$ cat src/design/lcm_pkg.sv
// lcm_pkg: shared types, register codes and reset constants of the lc level meter
// used by every module of the block; depends on nothing

package lcm_pkg;

    // default widths of the counters
    localparam int COUNT_BITS_DEF = 24;
    localparam int GATE_BITS_DEF  = 16;

    // depth of the small queues between the parts
    localparam int QUEUE_DEPTH = 2;

    // dividend width of the shared divider (numerator, and 16 x 32 product)
    localparam int NUM_BITS = 48;

    // register file
    localparam int CFG_IDX_BITS  = 3;
    localparam int CFG_DATA_BITS = 48;

    localparam logic [15:0]         GATE_TOP_RST   = 16'd46838;
    localparam logic [NUM_BITS-1:0] CAP_NUM_RST    = 48'd25354969574036;
    localparam logic [15:0]         CAP_OFFSET_RST = 16'd200;
    localparam logic [15:0]         CAP_MIN_RST    = 16'd0;
    localparam logic [15:0]         CAP_MAX_RST    = 16'd0;
    localparam logic [15:0]         HEIGHT_MAX_RST = 16'd0;

    typedef enum logic [CFG_IDX_BITS-1:0] {
        CFG_GATE_TOP   = 3'd0,
        CFG_CAP_NUM    = 3'd1,
        CFG_CAP_OFFSET = 3'd2,
        CFG_CAP_MIN    = 3'd3,
        CFG_CAP_MAX    = 3'd4,
        CFG_HEIGHT_MAX = 3'd5
    } t_cfg_idx;

    typedef struct packed {
        logic [15:0]         gate_top;
        logic [NUM_BITS-1:0] cap_numerator;
        logic [15:0]         cap_offset;
        logic [15:0]         cap_min;
        logic [15:0]         cap_max;
        logic [15:0]         height_max;
    } t_cfg;

    typedef struct packed {
        logic sensor_edge;
        logic gate_tick;
    } t_in_item;

    typedef struct packed {
        logic [23:0] edge_total;
        logic [31:0] capacitance;
        logic [15:0] level_mm;
        logic        no_signal;
        logic        bad_calibration;
    } t_out_item;

    // back-end sequencer
    typedef enum logic [2:0] {
        ST_IDLE,
        ST_SQUARE,
        ST_DIV_CAP,
        ST_CAP,
        ST_SPAN,
        ST_MUL,
        ST_DIV_LVL,
        ST_EMIT
    } t_back_state;

endpackage

$ cat src/design/lcm_queue.sv
// lcm_queue: small first-in first-out queue of flat words
// no dependencies beyond lcm_pkg for the default depth

module lcm_queue #(
    parameter int WIDTH = 8,
    parameter int DEPTH = lcm_pkg::QUEUE_DEPTH
) (
    input  logic             i_clk,
    input  logic             i_rst_n,
    input  logic             i_push,
    output logic             o_full,
    input  logic [WIDTH-1:0] i_wdata,
    input  logic             i_pop,
    output logic             o_empty,
    output logic [WIDTH-1:0] o_rdata
);
    import lcm_pkg::*;

    localparam int AW = (DEPTH > 1) ? $clog2(DEPTH) : 1;

    logic [WIDTH-1:0] r_mem [DEPTH];
    logic [AW:0]      r_wr_ptr;
    logic [AW:0]      r_rd_ptr;
    logic             do_push;
    logic             do_pop;

    assign o_empty = (r_wr_ptr == r_rd_ptr);
    assign o_full  = (r_wr_ptr[AW] != r_rd_ptr[AW]) &&
                     (r_wr_ptr[AW-1:0] == r_rd_ptr[AW-1:0]);
    assign do_push = i_push && !o_full;
    assign do_pop  = i_pop && !o_empty;
    assign o_rdata = r_mem[r_rd_ptr[AW-1:0]];

    always_ff @(posedge i_clk) begin
        if (!i_rst_n) begin
            r_wr_ptr <= '0;
            r_rd_ptr <= '0;
        end else begin
            if (do_push) begin
                r_wr_ptr <= r_wr_ptr + 1'b1;
            end
            if (do_pop) begin
                r_rd_ptr <= r_rd_ptr + 1'b1;
            end
        end
    end

    always_ff @(posedge i_clk) begin
        if (do_push) begin
            r_mem[r_wr_ptr[AW-1:0]] <= i_wdata;
        end
    end

endmodule

$ cat src/design/lcm_front.sv
// lcm_front: edge counter and gate tick counter; emits the edge count at gate end
// depends on lcm_pkg

module lcm_front #(
    parameter int COUNT_BITS = lcm_pkg::COUNT_BITS_DEF,
    parameter int GATE_BITS  = lcm_pkg::GATE_BITS_DEF
) (
    input  logic                  i_clk,
    input  logic                  i_rst_n,
    input  logic [15:0]           i_gate_top,
    input  logic                  i_accept,
    input  lcm_pkg::t_in_item     i_item,
    output logic                  o_job_push,
    output logic [COUNT_BITS-1:0] o_job_count
);
    import lcm_pkg::*;

    localparam int TW = (GATE_BITS > 16) ? GATE_BITS : 16;
    localparam logic [TW-1:0] GATE_MAX = TW'((64'd1 << GATE_BITS) - 64'd1);

    logic [COUNT_BITS-1:0] r_edge_cnt, n_edge_cnt;
    logic [GATE_BITS-1:0]  r_gate_cnt, n_gate_cnt;
    logic [COUNT_BITS-1:0] edge_inc;
    logic [TW-1:0]         top_req;
    logic [TW-1:0]         top;
    logic                  gate_end;

    assign top_req  = TW'(i_gate_top);
    assign top      = (top_req > GATE_MAX) ? GATE_MAX : top_req;
    // an edge on the closing tick belongs to the gate that ends
    assign edge_inc = r_edge_cnt + COUNT_BITS'(i_item.sensor_edge);
    assign gate_end = i_accept && i_item.gate_tick && !(TW'(r_gate_cnt) < top);

    always_comb begin
        n_edge_cnt = r_edge_cnt;
        n_gate_cnt = r_gate_cnt;
        if (i_accept) begin
            n_edge_cnt = edge_inc;
            if (i_item.gate_tick) begin
                if (gate_end) begin
                    n_edge_cnt = '0;
                    n_gate_cnt = '0;
                end else begin
                    n_gate_cnt = r_gate_cnt + 1'b1;
                end
            end
        end
    end

    assign o_job_push  = gate_end;
    assign o_job_count = edge_inc;

    always_ff @(posedge i_clk) begin
        if (!i_rst_n) begin
            r_edge_cnt <= '0;
            r_gate_cnt <= '0;
        end else begin
            r_edge_cnt <= n_edge_cnt;
            r_gate_cnt <= n_gate_cnt;
        end
    end

endmodule

$ cat src/design/lcm_back.sv
// lcm_back: sequencer turning one edge count into capacitance and fill level
// one shared restoring divider, one bit per cycle; depends on lcm_pkg

module lcm_back #(
    parameter int COUNT_BITS = lcm_pkg::COUNT_BITS_DEF
) (
    input  logic                  i_clk,
    input  logic                  i_rst_n,
    input  lcm_pkg::t_cfg         i_cfg,
    input  logic                  i_job_empty,
    input  logic [COUNT_BITS-1:0] i_job_count,
    output logic                  o_job_pop,
    input  logic                  i_res_full,
    output logic                  o_res_push,
    output lcm_pkg::t_out_item    o_res
);
    import lcm_pkg::*;

    localparam int DW = 2 * COUNT_BITS;
    localparam int CW = $clog2(NUM_BITS);

    t_back_state r_state, n_state;

    logic [COUNT_BITS-1:0] r_count;
    logic [DW-1:0]         r_rem;
    logic [DW-1:0]         r_den;
    logic [NUM_BITS-1:0]   r_quo;
    logic [CW-1:0]         r_bit_cnt;
    logic [31:0]           r_cap;
    logic [31:0]           r_span;
    logic                  r_none;
    logic                  r_bad;

    logic [DW:0]   rem_sh;
    logic [DW:0]   rem_diff;
    logic          fits;
    logic [31:0]   q_sat;
    logic [31:0]   offset_w;
    logic [31:0]   min_w;
    logic [31:0]   count_w;
    logic [15:0]   level;

    // divider step
    assign rem_sh   = {r_rem, r_quo[NUM_BITS-1]};
    assign rem_diff = rem_sh - {1'b0, r_den};
    assign fits     = !rem_diff[DW];

    assign q_sat    = (r_quo[NUM_BITS-1:32] != '0) ? 32'hFFFF_FFFF : r_quo[31:0];
    assign offset_w = 32'(i_cfg.cap_offset);
    assign min_w    = 32'(i_cfg.cap_min);
    assign count_w  = 32'(r_count);
    assign level    = r_bad ? 16'd0 :
                      ((r_quo[NUM_BITS-1:16] != '0) ? 16'hFFFF : r_quo[15:0]);

    always_comb begin
        n_state    = r_state;
        o_job_pop  = 1'b0;
        o_res_push = 1'b0;
        case (r_state)
            ST_IDLE: begin
                if (!i_job_empty) begin
                    o_job_pop = 1'b1;
                    n_state   = ST_SQUARE;
                end
            end
            ST_SQUARE:  n_state = ST_DIV_CAP;
            ST_DIV_CAP: begin
                if (r_bit_cnt == '0) begin
                    n_state = ST_CAP;
                end
            end
            ST_CAP:  n_state = ST_SPAN;
            ST_SPAN: n_state = ST_MUL;
            ST_MUL:  n_state = ST_DIV_LVL;
            ST_DIV_LVL: begin
                if (r_bit_cnt == '0) begin
                    n_state = ST_EMIT;
                end
            end
            ST_EMIT: begin
                if (!i_res_full) begin
                    o_res_push = 1'b1;
                    n_state    = ST_IDLE;
                end
            end
            default: n_state = ST_IDLE;
        endcase
    end

    always_ff @(posedge i_clk) begin
        if (!i_rst_n) begin
            r_state <= ST_IDLE;
        end else begin
            r_state <= n_state;
        end
    end

    always_ff @(posedge i_clk) begin
        case (r_state)
            ST_IDLE: begin
                if (!i_job_empty) begin
                    r_count <= i_job_count;
                end
            end
            ST_SQUARE: begin
                r_den     <= DW'(r_count) * DW'(r_count);
                r_rem     <= '0;
                r_quo     <= i_cfg.cap_numerator;
                r_bit_cnt <= CW'(NUM_BITS - 1);
                r_none    <= (r_count == '0);
            end
            ST_DIV_CAP, ST_DIV_LVL: begin
                r_rem     <= fits ? rem_diff[DW-1:0] : rem_sh[DW-1:0];
                r_quo     <= {r_quo[NUM_BITS-2:0], fits};
                r_bit_cnt <= r_bit_cnt - 1'b1;
            end
            ST_CAP: begin
                // no edges: capacitance pinned at full scale
                if (r_none) begin
                    r_cap <= 32'hFFFF_FFFF;
                end else if (q_sat > offset_w) begin
                    r_cap <= q_sat - offset_w;
                end else begin
                    r_cap <= '0;
                end
                r_bad <= !(i_cfg.cap_max > i_cfg.cap_min);
            end
            ST_SPAN: begin
                // clamp below at cap_min, then distance above it
                r_span <= (r_cap < min_w) ? 32'd0 : (r_cap - min_w);
            end
            ST_MUL: begin
                r_quo     <= NUM_BITS'(i_cfg.height_max) * NUM_BITS'(r_span);
                r_den     <= DW'(i_cfg.cap_max - i_cfg.cap_min);
                r_rem     <= '0;
                r_bit_cnt <= CW'(NUM_BITS - 1);
            end
            default: begin
            end
        endcase
    end

    always_comb begin
        o_res.edge_total      = count_w[23:0];
        o_res.capacitance     = r_cap;
        o_res.level_mm        = level;
        o_res.no_signal       = r_none;
        o_res.bad_calibration = r_bad;
    end

endmodule

$ cat src/design/lc_capacitive_level_meter_top.sv
// lc_capacitive_level_meter_top: gated lc oscillator counter with capacitance and level math
// instantiates lcm_front, lcm_queue, lcm_back; depends on lcm_pkg
//
// channel   direction  handshake            payload
// request   in         push / full          i_in_item   (sensor_edge, gate_tick)
// result    out        pop / empty          o_out_item  (edge_total .. bad_calibration)
// config    in         i_cfg_we, no wait    i_cfg_idx, i_cfg_wdata
//
// the front takes one request per clock while full is low; counters update in the same edge
// each gate end costs the back two 48-step divides on one shared bit-serial divider
// full rises only when two gate edge counts wait in the job queue behind the divider
// reset (synchronous, active low) clears counters, queues, sequencer, registers
// the result queue lets the back keep working while pop is held low

module lc_capacitive_level_meter_top #(
    parameter int COUNT_BITS = lcm_pkg::COUNT_BITS_DEF,
    parameter int GATE_BITS  = lcm_pkg::GATE_BITS_DEF
) (
    input  logic                                i_clk,
    input  logic                                i_rst_n,
    // request side
    input  logic                                push,
    output logic                                full,
    input  lcm_pkg::t_in_item                   i_in_item,
    // result side
    output logic                                empty,
    input  logic                                pop,
    output lcm_pkg::t_out_item                  o_out_item,
    // register writes
    input  logic                                i_cfg_we,
    input  logic [lcm_pkg::CFG_IDX_BITS-1:0]    i_cfg_idx,
    input  logic [lcm_pkg::CFG_DATA_BITS-1:0]   i_cfg_wdata
);
    import lcm_pkg::*;

    localparam int OUT_W = $bits(t_out_item);

    t_cfg                  r_cfg;
    logic                  accept;
    logic                  job_push;
    logic [COUNT_BITS-1:0] job_count_in;
    logic                  job_full;
    logic                  job_empty;
    logic                  job_pop;
    logic [COUNT_BITS-1:0] job_count_out;
    logic                  res_push;
    logic                  res_full;
    t_out_item             res_item;
    logic [OUT_W-1:0]      res_rdata;

    // register file; the user must write it only while the block is idle, the block does not enforce it
    always_ff @(posedge i_clk) begin
        if (!i_rst_n) begin
            r_cfg.gate_top      <= GATE_TOP_RST;
            r_cfg.cap_numerator <= CAP_NUM_RST;
            r_cfg.cap_offset    <= CAP_OFFSET_RST;
            r_cfg.cap_min       <= CAP_MIN_RST;
            r_cfg.cap_max       <= CAP_MAX_RST;
            r_cfg.height_max    <= HEIGHT_MAX_RST;
        end else if (i_cfg_we) begin
            case (t_cfg_idx'(i_cfg_idx))
                CFG_GATE_TOP:   r_cfg.gate_top      <= i_cfg_wdata[15:0];
                CFG_CAP_NUM:    r_cfg.cap_numerator <= i_cfg_wdata[NUM_BITS-1:0];
                CFG_CAP_OFFSET: r_cfg.cap_offset    <= i_cfg_wdata[15:0];
                CFG_CAP_MIN:    r_cfg.cap_min       <= i_cfg_wdata[15:0];
                CFG_CAP_MAX:    r_cfg.cap_max       <= i_cfg_wdata[15:0];
                CFG_HEIGHT_MAX: r_cfg.height_max    <= i_cfg_wdata[15:0];
                default: begin
                end
            endcase
        end
    end

    // the front never pushes without an accepted request, so the job queue
    // cannot overflow while full is honored
    assign full   = job_full;
    assign accept = push && !job_full;

    lcm_front #(
        .COUNT_BITS (COUNT_BITS),
        .GATE_BITS  (GATE_BITS)
    ) u_front (
        .i_clk       (i_clk),
        .i_rst_n     (i_rst_n),
        .i_gate_top  (r_cfg.gate_top),
        .i_accept    (accept),
        .i_item      (i_in_item),
        .o_job_push  (job_push),
        .o_job_count (job_count_in)
    );

    // edge counts waiting for the divider
    lcm_queue #(
        .WIDTH (COUNT_BITS),
        .DEPTH (QUEUE_DEPTH)
    ) u_job_q (
        .i_clk   (i_clk),
        .i_rst_n (i_rst_n),
        .i_push  (job_push),
        .o_full  (job_full),
        .i_wdata (job_count_in),
        .i_pop   (job_pop),
        .o_empty (job_empty),
        .o_rdata (job_count_out)
    );

    lcm_back #(
        .COUNT_BITS (COUNT_BITS)
    ) u_back (
        .i_clk       (i_clk),
        .i_rst_n     (i_rst_n),
        .i_cfg       (r_cfg),
        .i_job_empty (job_empty),
        .i_job_count (job_count_out),
        .o_job_pop   (job_pop),
        .i_res_full  (res_full),
        .o_res_push  (res_push),
        .o_res       (res_item)
    );

    // finished results waiting for pop
    lcm_queue #(
        .WIDTH (OUT_W),
        .DEPTH (QUEUE_DEPTH)
    ) u_res_q (
        .i_clk   (i_clk),
        .i_rst_n (i_rst_n),
        .i_push  (res_push),
        .o_full  (res_full),
        .i_wdata (res_item),
        .i_pop   (pop),
        .o_empty (empty),
        .o_rdata (res_rdata)
    );

    assign o_out_item = t_out_item'(res_rdata);

endmodule

$ cat config.mk
export PLATFORM = sky130hd
export DESIGN_NAME = lc_capacitive_level_meter_top
export DESIGN_NICKNAME = d
export VERILOG_FILES = /design/src/design/lcm_pkg.sv /design/src/design/lcm_queue.sv /design/src/design/lcm_front.sv /design/src/design/lcm_back.sv /design/src/design/lc_capacitive_level_meter_top.sv
export SDC_FILE = /design/constraint.sdc
export NUM_CORES = 2
export LEC_CHECK = 0
export CAP_MARGIN = 25
export CORE_ASPECT_RATIO = 1.75
export CORE_MARGIN = 3
export CORE_UTILIZATION = 44
export CTS_BUF_LIST = sky130_fd_sc_hd__clkbuf_16
export DETAILED_ROUTE_END_ITERATION = 12
export DONT_BUFFER_PORTS = 1
export PLACE_DENSITY = 0.57
export SLEW_MARGIN = 15
export SYNTH_ARGS = -nofsm -noshare
export SYNTH_HDL_FRONTEND = slang
export SYNTH_SLANG_ARGS = --single-unit
$ cat constraint.sdc
create_clock -name i_clk -period 11.7 [get_ports i_clk]
set_input_delay 0.585 -clock i_clk [delete_from_list [all_inputs] [get_ports i_clk]]
set_output_delay 0.585 -clock i_clk [all_outputs]
set_load 0.02 [all_outputs]
==> Word-level counts from Yosys, hierarchy flattened <==
Memory sizes are Yosys's and may differ from the RTL's. A register that Yosys moved wholly into a read port is not among the register bits.
Cells that the tools add are included.
W data, S select, Z words.
{ "totals": {"register_bits": 395, "mem_bits_rw": 196, "inputBits": 58, "out_inout_bits": 76, "elab_cells": 128, "memories": 2} }
{ "op_classes": {"n_addsub": 11, "n_mul": 2, "magnitude_cmp": 5, "eq_ne": 22, "mux": 28, "bitwise_logic": 1, "reduce_logical": 36} }
{ "mem_list": {"columns": ["name", "depth", "word_bits", "rd", "rd_ports_with_merged_regs", "write_ports", "line_no", "rtl"], "rows": [
  ["u_res_q.r_mem", 2, 74, 1, 1, 1, "lcm_queue.sv:21", "logic [WIDTH-1:0] r_mem [DEPTH];"],
  ["u_job_q.r_mem", 2, 24, 1, 1, 1, "lcm_queue.sv:21", null]
]} }
{ "ops": {"columns": ["op", "n"], "rows": [
  ["$pmux W48 S2", 2],
  ["$pmux W48 S3", 1],
  ["$mux W16", 4],
  ["$mux W32", 2],
  ["$sub A32 B16 Y32", 2],
  ["$sub A49 B48 Y49", 1],
  ["$mul A16 B32 Y48", 1],
  ["$mul A24 B24 Y48", 1],
  ["$mux W24", 2],
  ["$mux W48", 1],
  ["$gt A32 B16 Y1", 1],
  ["$lt A32 B16 Y1", 1],
  ["$reduce_bool A32 Y1", 1],
  ["$add A24 B1 Y24", 1],
  ["$logic_not A24 Y1", 1],
  ["$pmux W3 S8", 1],
  ["$eq A3 B3 Y1 const B", 6],
  ["$sub A16 B16 Y17", 1],
  ["$add A16 B1 Y16 const B", 1],
  ["$gt A16 B16 Y1", 1],
  ["$gt A16 B16 Y1 const B", 1],
  ["$lt A16 B16 Y1", 1],
  ["$reduce_and A2 Y1", 8],
  ["$reduce_bool A16 Y1", 1],
  ["21 further kinds", 62]
]} }

==> Depth between registers and ports, before layout <==
{ "logic_depth": {"depth_word": 9, "depth_mapped": 29, "mapped_depth_nobuf": 28} }

==> By module <==
A second synthesis with hierarchy kept.
{ "unflattened": {"cells_unflattened": 6485, "hier_area_um2": 63229.4} }
{ "by_module_without_submodules": {"columns": ["mod", "instances", "cells_each", "area_each_um2", "seq_area_each_um2"], "rows": [
  ["lcm_back", 1, 5320, 48023.6, 7267.0],
  ["lcm_queue at u_res_q", 1, 262, 5586.6, 4544.4],
  ["lc_capacitive_level_meter_top", 1, 490, 5018.6, 2562.5],
  ["lcm_front", 1, 306, 2605.0, 800.8],
  ["lcm_queue at u_job_q", 1, 107, 1995.7, 1541.5]
]} }

==> Worst setup path before layout <==
OpenSTA, ideal clock, no wires.
{ "synth_timing": {"path_type": "reg-to-reg", "from": "register u_back.r_count[2], read port of u_job_q.r_mem", "to": "register u_back.r_den[44], data pin", "setup_ps": 270, "arrival_ps": 6913, "t_required_ps": 11430, "path_slack_ps": 4517, "stages_incl_launch_ff": 29, "n_path_buf": 1, "synth_period_minus_slack_ps": 7183, "cell_sequence": "edfxtp_1 clkbuf_1 nand2_1 fa_1 inv_1 fa_1 inv_1 fa_1 inv_1 fa_1 inv_1 fa_1 inv_1 fa_1 inv_1 fa_1 inv_1 ha_1 o21ai_0 nor2_1 nor4_1 o41ai_1 a31o_2 a31o_2 o211a_1 nor4_1 o41ai_1 xnor2_1 o21ai_0"} }
{ "synth_via": {"elab_chain_len": 2} }
{ "synth_lines": {"columns": ["element", "line_no", "rtl"], "rows": [
  ["from (decl)", "lcm_back.sv:24", "logic [COUNT_BITS-1:0] r_count;"],
  ["$mul A24 B24 Y48", "lcm_back.sv:106", "r_den <= DW'(r_count) * DW'(r_count);"],
  ["$pmux W48 S2", "lcm_back.sv:99", "case (r_state)"],
  ["to (signal assigned)", "lcm_back.sv:106", null],
  ["to (signal assigned)", "lcm_back.sv:134", "r_den <= DW'(i_cfg.cap_max - i_cfg.cap_min);"],
  ["to (decl)", "lcm_back.sv:26", "logic [DW-1:0] r_den;"]
]} }
No other way between the ends.
A chain may end at the register's enable or synchronous reset.

==> Worst setup path after layout <==
{ "layout_timing": {"from": "register r_cfg[1] (netlist name)", "to": "register u_back.r_quo[47], data pin"} }
{ "layout_via": {"elab_chain_len": 2} }
{ "layout_lines": {"columns": ["element", "line_no", "rtl"], "rows": [
  ["from (decl)", "lc_capacitive_level_meter_top.sv:38", "t_cfg r_cfg;"],
  ["$mul A16 B32 Y48", "lcm_back.sv:133", "r_quo <= NUM_BITS'(i_cfg.height_max) * NUM_BITS'(r_span);"],
  ["$pmux W48 S3", "lcm_back.sv:99", null],
  ["to (signal assigned)", "lcm_back.sv:108", "r_quo <= i_cfg.cap_numerator;"],
  ["to (signal assigned)", "lcm_back.sv:114", "r_quo <= {r_quo[NUM_BITS-2:0], fits};"],
  ["to (signal assigned)", "lcm_back.sv:133", null],
  ["to (decl)", "lcm_back.sv:27", "logic [NUM_BITS-1:0] r_quo;"]
]} }
No other way between the ends.

==> flow_metrics.env <==
export IMPL_grt_pass1_wl_um=286000
export IMPL_min_period_ns=8.19
export IMPL_final_nets=7652
export IMPL_yosys_area_top_type_share_pct=27.2
export IMPL_final_cell_mix="inv_1, nand2_1, fa_1"
export IMPL_status="finished clean"
export IMPL_hold_viol=0
export IMPL_cts_resized=0
export IMPL_arrival_ns=8.58
export IMPL_irDropWorstVdd_mv=0.0908
export IMPL_worstReg2RegStart="r_cfg[1]"
export IMPL_setup_viol=0
export IMPL_skew_ns=0.0505
export IMPL_synth_warnings=0
export IMPL_crit_path_top_delay_cell="dfxtp_1"
export IMPL_ios=134
export IMPL_post_synth_top_area_cell="fa_1"
export IMPL_end_kind="register"
export IMPL_vias=44741
export IMPL_powerDensity_nw_per_um2=73.8
export IMPL_crit_family="adder cells"
export IMPL_pwr_share_clk_pct=44.1
export IMPL_critPathLaunchType="register"
export IMPL_rsz0062_at_grt="no"
export IMPL_die_w_um=290
export IMPL_fmaxAchievable_mhz=122
export IMPL_crit_top_cell="fa_1"
export IMPL_die_area_um2=146000
export IMPL_worst_slack_ns=3.51
export IMPL_synth_edf_count=436
export IMPL_cpPeakStageDelay_ns=0.57
export IMPL_netlist_area_um2=62200
export IMPL_routabilityCongestion=0.963
export IMPL_start_util_pct=44.5
export IMPL_grt_max_degree=159
export IMPL_grt_usage_pct=26.0
export IMPL_wl_per_cell_um=22.7
export IMPL_drv_slew=0
export IMPL_syn_num_nets=7751
export IMPL_worst_hold_path_type="in2reg"
export IMPL_async_flop_share_pct=0
export IMPL_routed_wl_um=187000
export IMPL_ys_types=79
export IMPL_cts_buffers_inserted=67
export IMPL_p_leak_uw=0.0299
export IMPL_placed_area_um2=64000
export IMPL_critPathBufInv=6
export IMPL_regToRegSetupSlack_ns=3.51
export IMPL_hold_start="i_cfg_wdata[13]"
export IMPL_r2r_end="u_back.r_quo[47]"
export IMPL_power_frac_seq_pct=47.5
export IMPL_crit_path_max_fanout=23
export IMPL_finalCoreUtilization_pct=47.7
export IMPL_pwr_share_comb_pct=8.4
export IMPL_worst_pin_slew_ns=1.12
export IMPL_fillers=13297
export IMPL_rr_worst_depth=25
export IMPL_port_buffers=0
export IMPL_p_int_uw=3620
export IMPL_worstPathRequired_ns=12.09
export IMPL_syn_instance_count=6436
export IMPL_mostFrequentLayoutCell="inv_1"
export IMPL_path_clk_slew_ns=0.08
export IMPL_core_area_um2=140000
export IMPL_die_y_um=503
export IMPL_switchingPower_uw=1290
export IMPL_worstHoldEndpoint="r_cfg[77]"
export IMPL_ys_seq_elements=616
export IMPL_ys_top_cells_by_area="fa_1, edfxtp_1, ha_1, inv_1, dfxtp_1"
export IMPL_synth_avg_cell_area_um2=9.66
export IMPL_synthFlopType="edfxtp_1"
export IMPL_postCtsSetupRepairBufs=0
export IMPL_dpl_cell_count=8066
export IMPL_fin_crit_sh_pct=70.0
export IMPL_max_cap_violations=0
export IMPL_relSlewSlack_pct=25.3
export IMPL_drtPass1Iterations=7
export IMPL_drive_above_1_share_pct=5.71
export IMPL_pre_cts_ws_ns=3.60
export IMPL_clockBufferDepth=3
export IMPL_cts_hold_buf=30
export IMPL_seq_area_frac_synth_pct=26.9
export IMPL_cts_sinks=616
export IMPL_whs_path_depth=2
export IMPL_drcViolationCount=0
export IMPL_antenna_left=0
export IMPL_crit_type="reg2reg"
export IMPL_clk_latency_ns=0.68
export IMPL_grt_pass1_vias=48622
export IMPL_multi_input_area_um2=39800
export IMPL_seq_area_um2=16700
export IMPL_h_tree_depth=3
export IMPL_antenna_found_initial=10
export IMPL_cts_tree="built"
export IMPL_fin_area_um2=66600
export IMPL_setup_tns_ns=0
export IMPL_viasPerCell=5.44
export IMPL_fin_cells=8227
export IMPL_syn_to_final_growth_pct=7.12
export IMPL_grt_overflow_total=0
export IMPL_hpwl_um=145000
export IMPL_first_iter_violations=2419
export IMPL_rows=181
export IMPL_p_sw_share_pct=26.3
export IMPL_cts_root_buffer="clkbuf_16"
## worst max path at each step
stage | start | end | slack [ns] | cells after the start
3_5_place_dp | r_cfg[1] | u_back.r_quo[47] | 3.60 | 25
6_report | r_cfg[1] | u_back.r_quo[47] | 3.51 | 25
5_1_grt | r_cfg[1] | u_back.r_quo[47] | 3.00 | 25
3_3_place_gp | r_cfg[1] | u_back.r_quo[47] | 3.58 | 25
2_1_floorplan | u_back.r_count[2] | u_back.r_den[44] | 4.52 | 28
4_1_cts | r_cfg[1] | u_back.r_quo[47] | 3.52 | 25
## metal layers
metal / track usage, % / vias to the layer above / share of wire (%)
li1: - / 20241 / -
met5: 0 / - / 0
met4: 19.6 / 0 / 9.1
met1: 25.9 / 22614 / 33
met3: 3.37 / 607 / 4.4
met2: 49.0 / 1279 / 53
## layout make-up
class                   count  share of cell area [%]
diodes                      5                  0.0188
multi-input cells        4308                    59.8
well taps                1830                    3.44
flip-flops and latches    616                    25.1
clock buffers              68                    2.56
inverters                1245                    7.02
clock inverters            56                   0.735
repair buffers             99                    1.31
## cell families (layout without fill, tap and decap cells)
group | after synthesis | in the layout | share of synthesized area [%]
adder cells (fa/ha/maj) | 1257 | 1257 | 35.5
XOR/XNOR | 236 | 236 | 3.32
buffers and inverters | 1512 | 1468 | 9.19
AND/OR/NAND/NOR | 1828 | 1828 | 13.7
AO/OA/AOI/OAI | 838 | 838 | 8.87
flip-flops | 616 | 616 | 26.9
other | 0 | 5 | 0
multiplexers | 149 | 149 | 2.61
## per-stage QoR
stage | total power, uW | hold slack (ns)
5_1_grt | 5090 | 0.0282
3_3_place_gp | 2780 | 0.450
2_1_floorplan | 2660 | 0.441
4_1_cts | 4970 | 0.000552
3_5_place_dp | 2780 | 0.455
6_report | 4910 | 0.0426
## worst register-to-register path: cells and delay by family, from the launching register on
kind,cells,cell delay [ns]
adders and majority gates,7,3.43
AOI/OAI and AO/OA,7,2.29
and+or+nand+nor,4,0.79
buffers and inverters,6,0.65
DFF,1,0.57
xor gates and xnor gates,1,0.15
## sequential cells by signal, indices dropped and copies added, names as in the netlist, 32 cells and up, named ones only
register	count
r_cfg	128
u_back.r_cap	32
u_back.r_den	48
u_back.r_quo	48
u_back.r_rem	48
u_back.r_span	32
u_job_q.r_mem	48
u_res_q.r_mem	148
## Yosys cell counts, types with 10 or more instances
master       n
and2_1     286
nand4_1     25
fa_1       844
or2_2       25
a21oi_2     10
nor4_1      16
nor2b_1     45
nor3_1      49
mux2_2     105
nand2b_1    30
dfxtp_1    180
nand3_1     86
or3_1       21
o21a_1      22
a21oi_1    176
a21boi_0   112
a21o_1      99
mux2i_1     44
inv_1     1243
o31ai_1     15
nand3b_1    12
ha_1       413
nor2_1     238
nand2_1    915
edfxtp_1   436
a31oi_1     26
a211oi_1    15
a22oi_1     44
xor2_1     103
o21ai_1     18
and3_1      44
o21ai_0    175
o21bai_1    19
o211ai_1    22
clkbuf_1   249
xnor2_1    133
## power groups by stage
stage / registers, uW / logic (uW) / clock network [uW]
3_3_place_gp: 2380 / 397 / 0
6_report: 2330 / 413 / 2170
3_5_place_dp: 2380 / 402 / 0
4_1_cts: 2330 / 415 / 2220
5_1_grt: 2330 / 458 / 2300
2_1_floorplan: 2370 / 287 / 0
(Power assumes the default switching activity.)
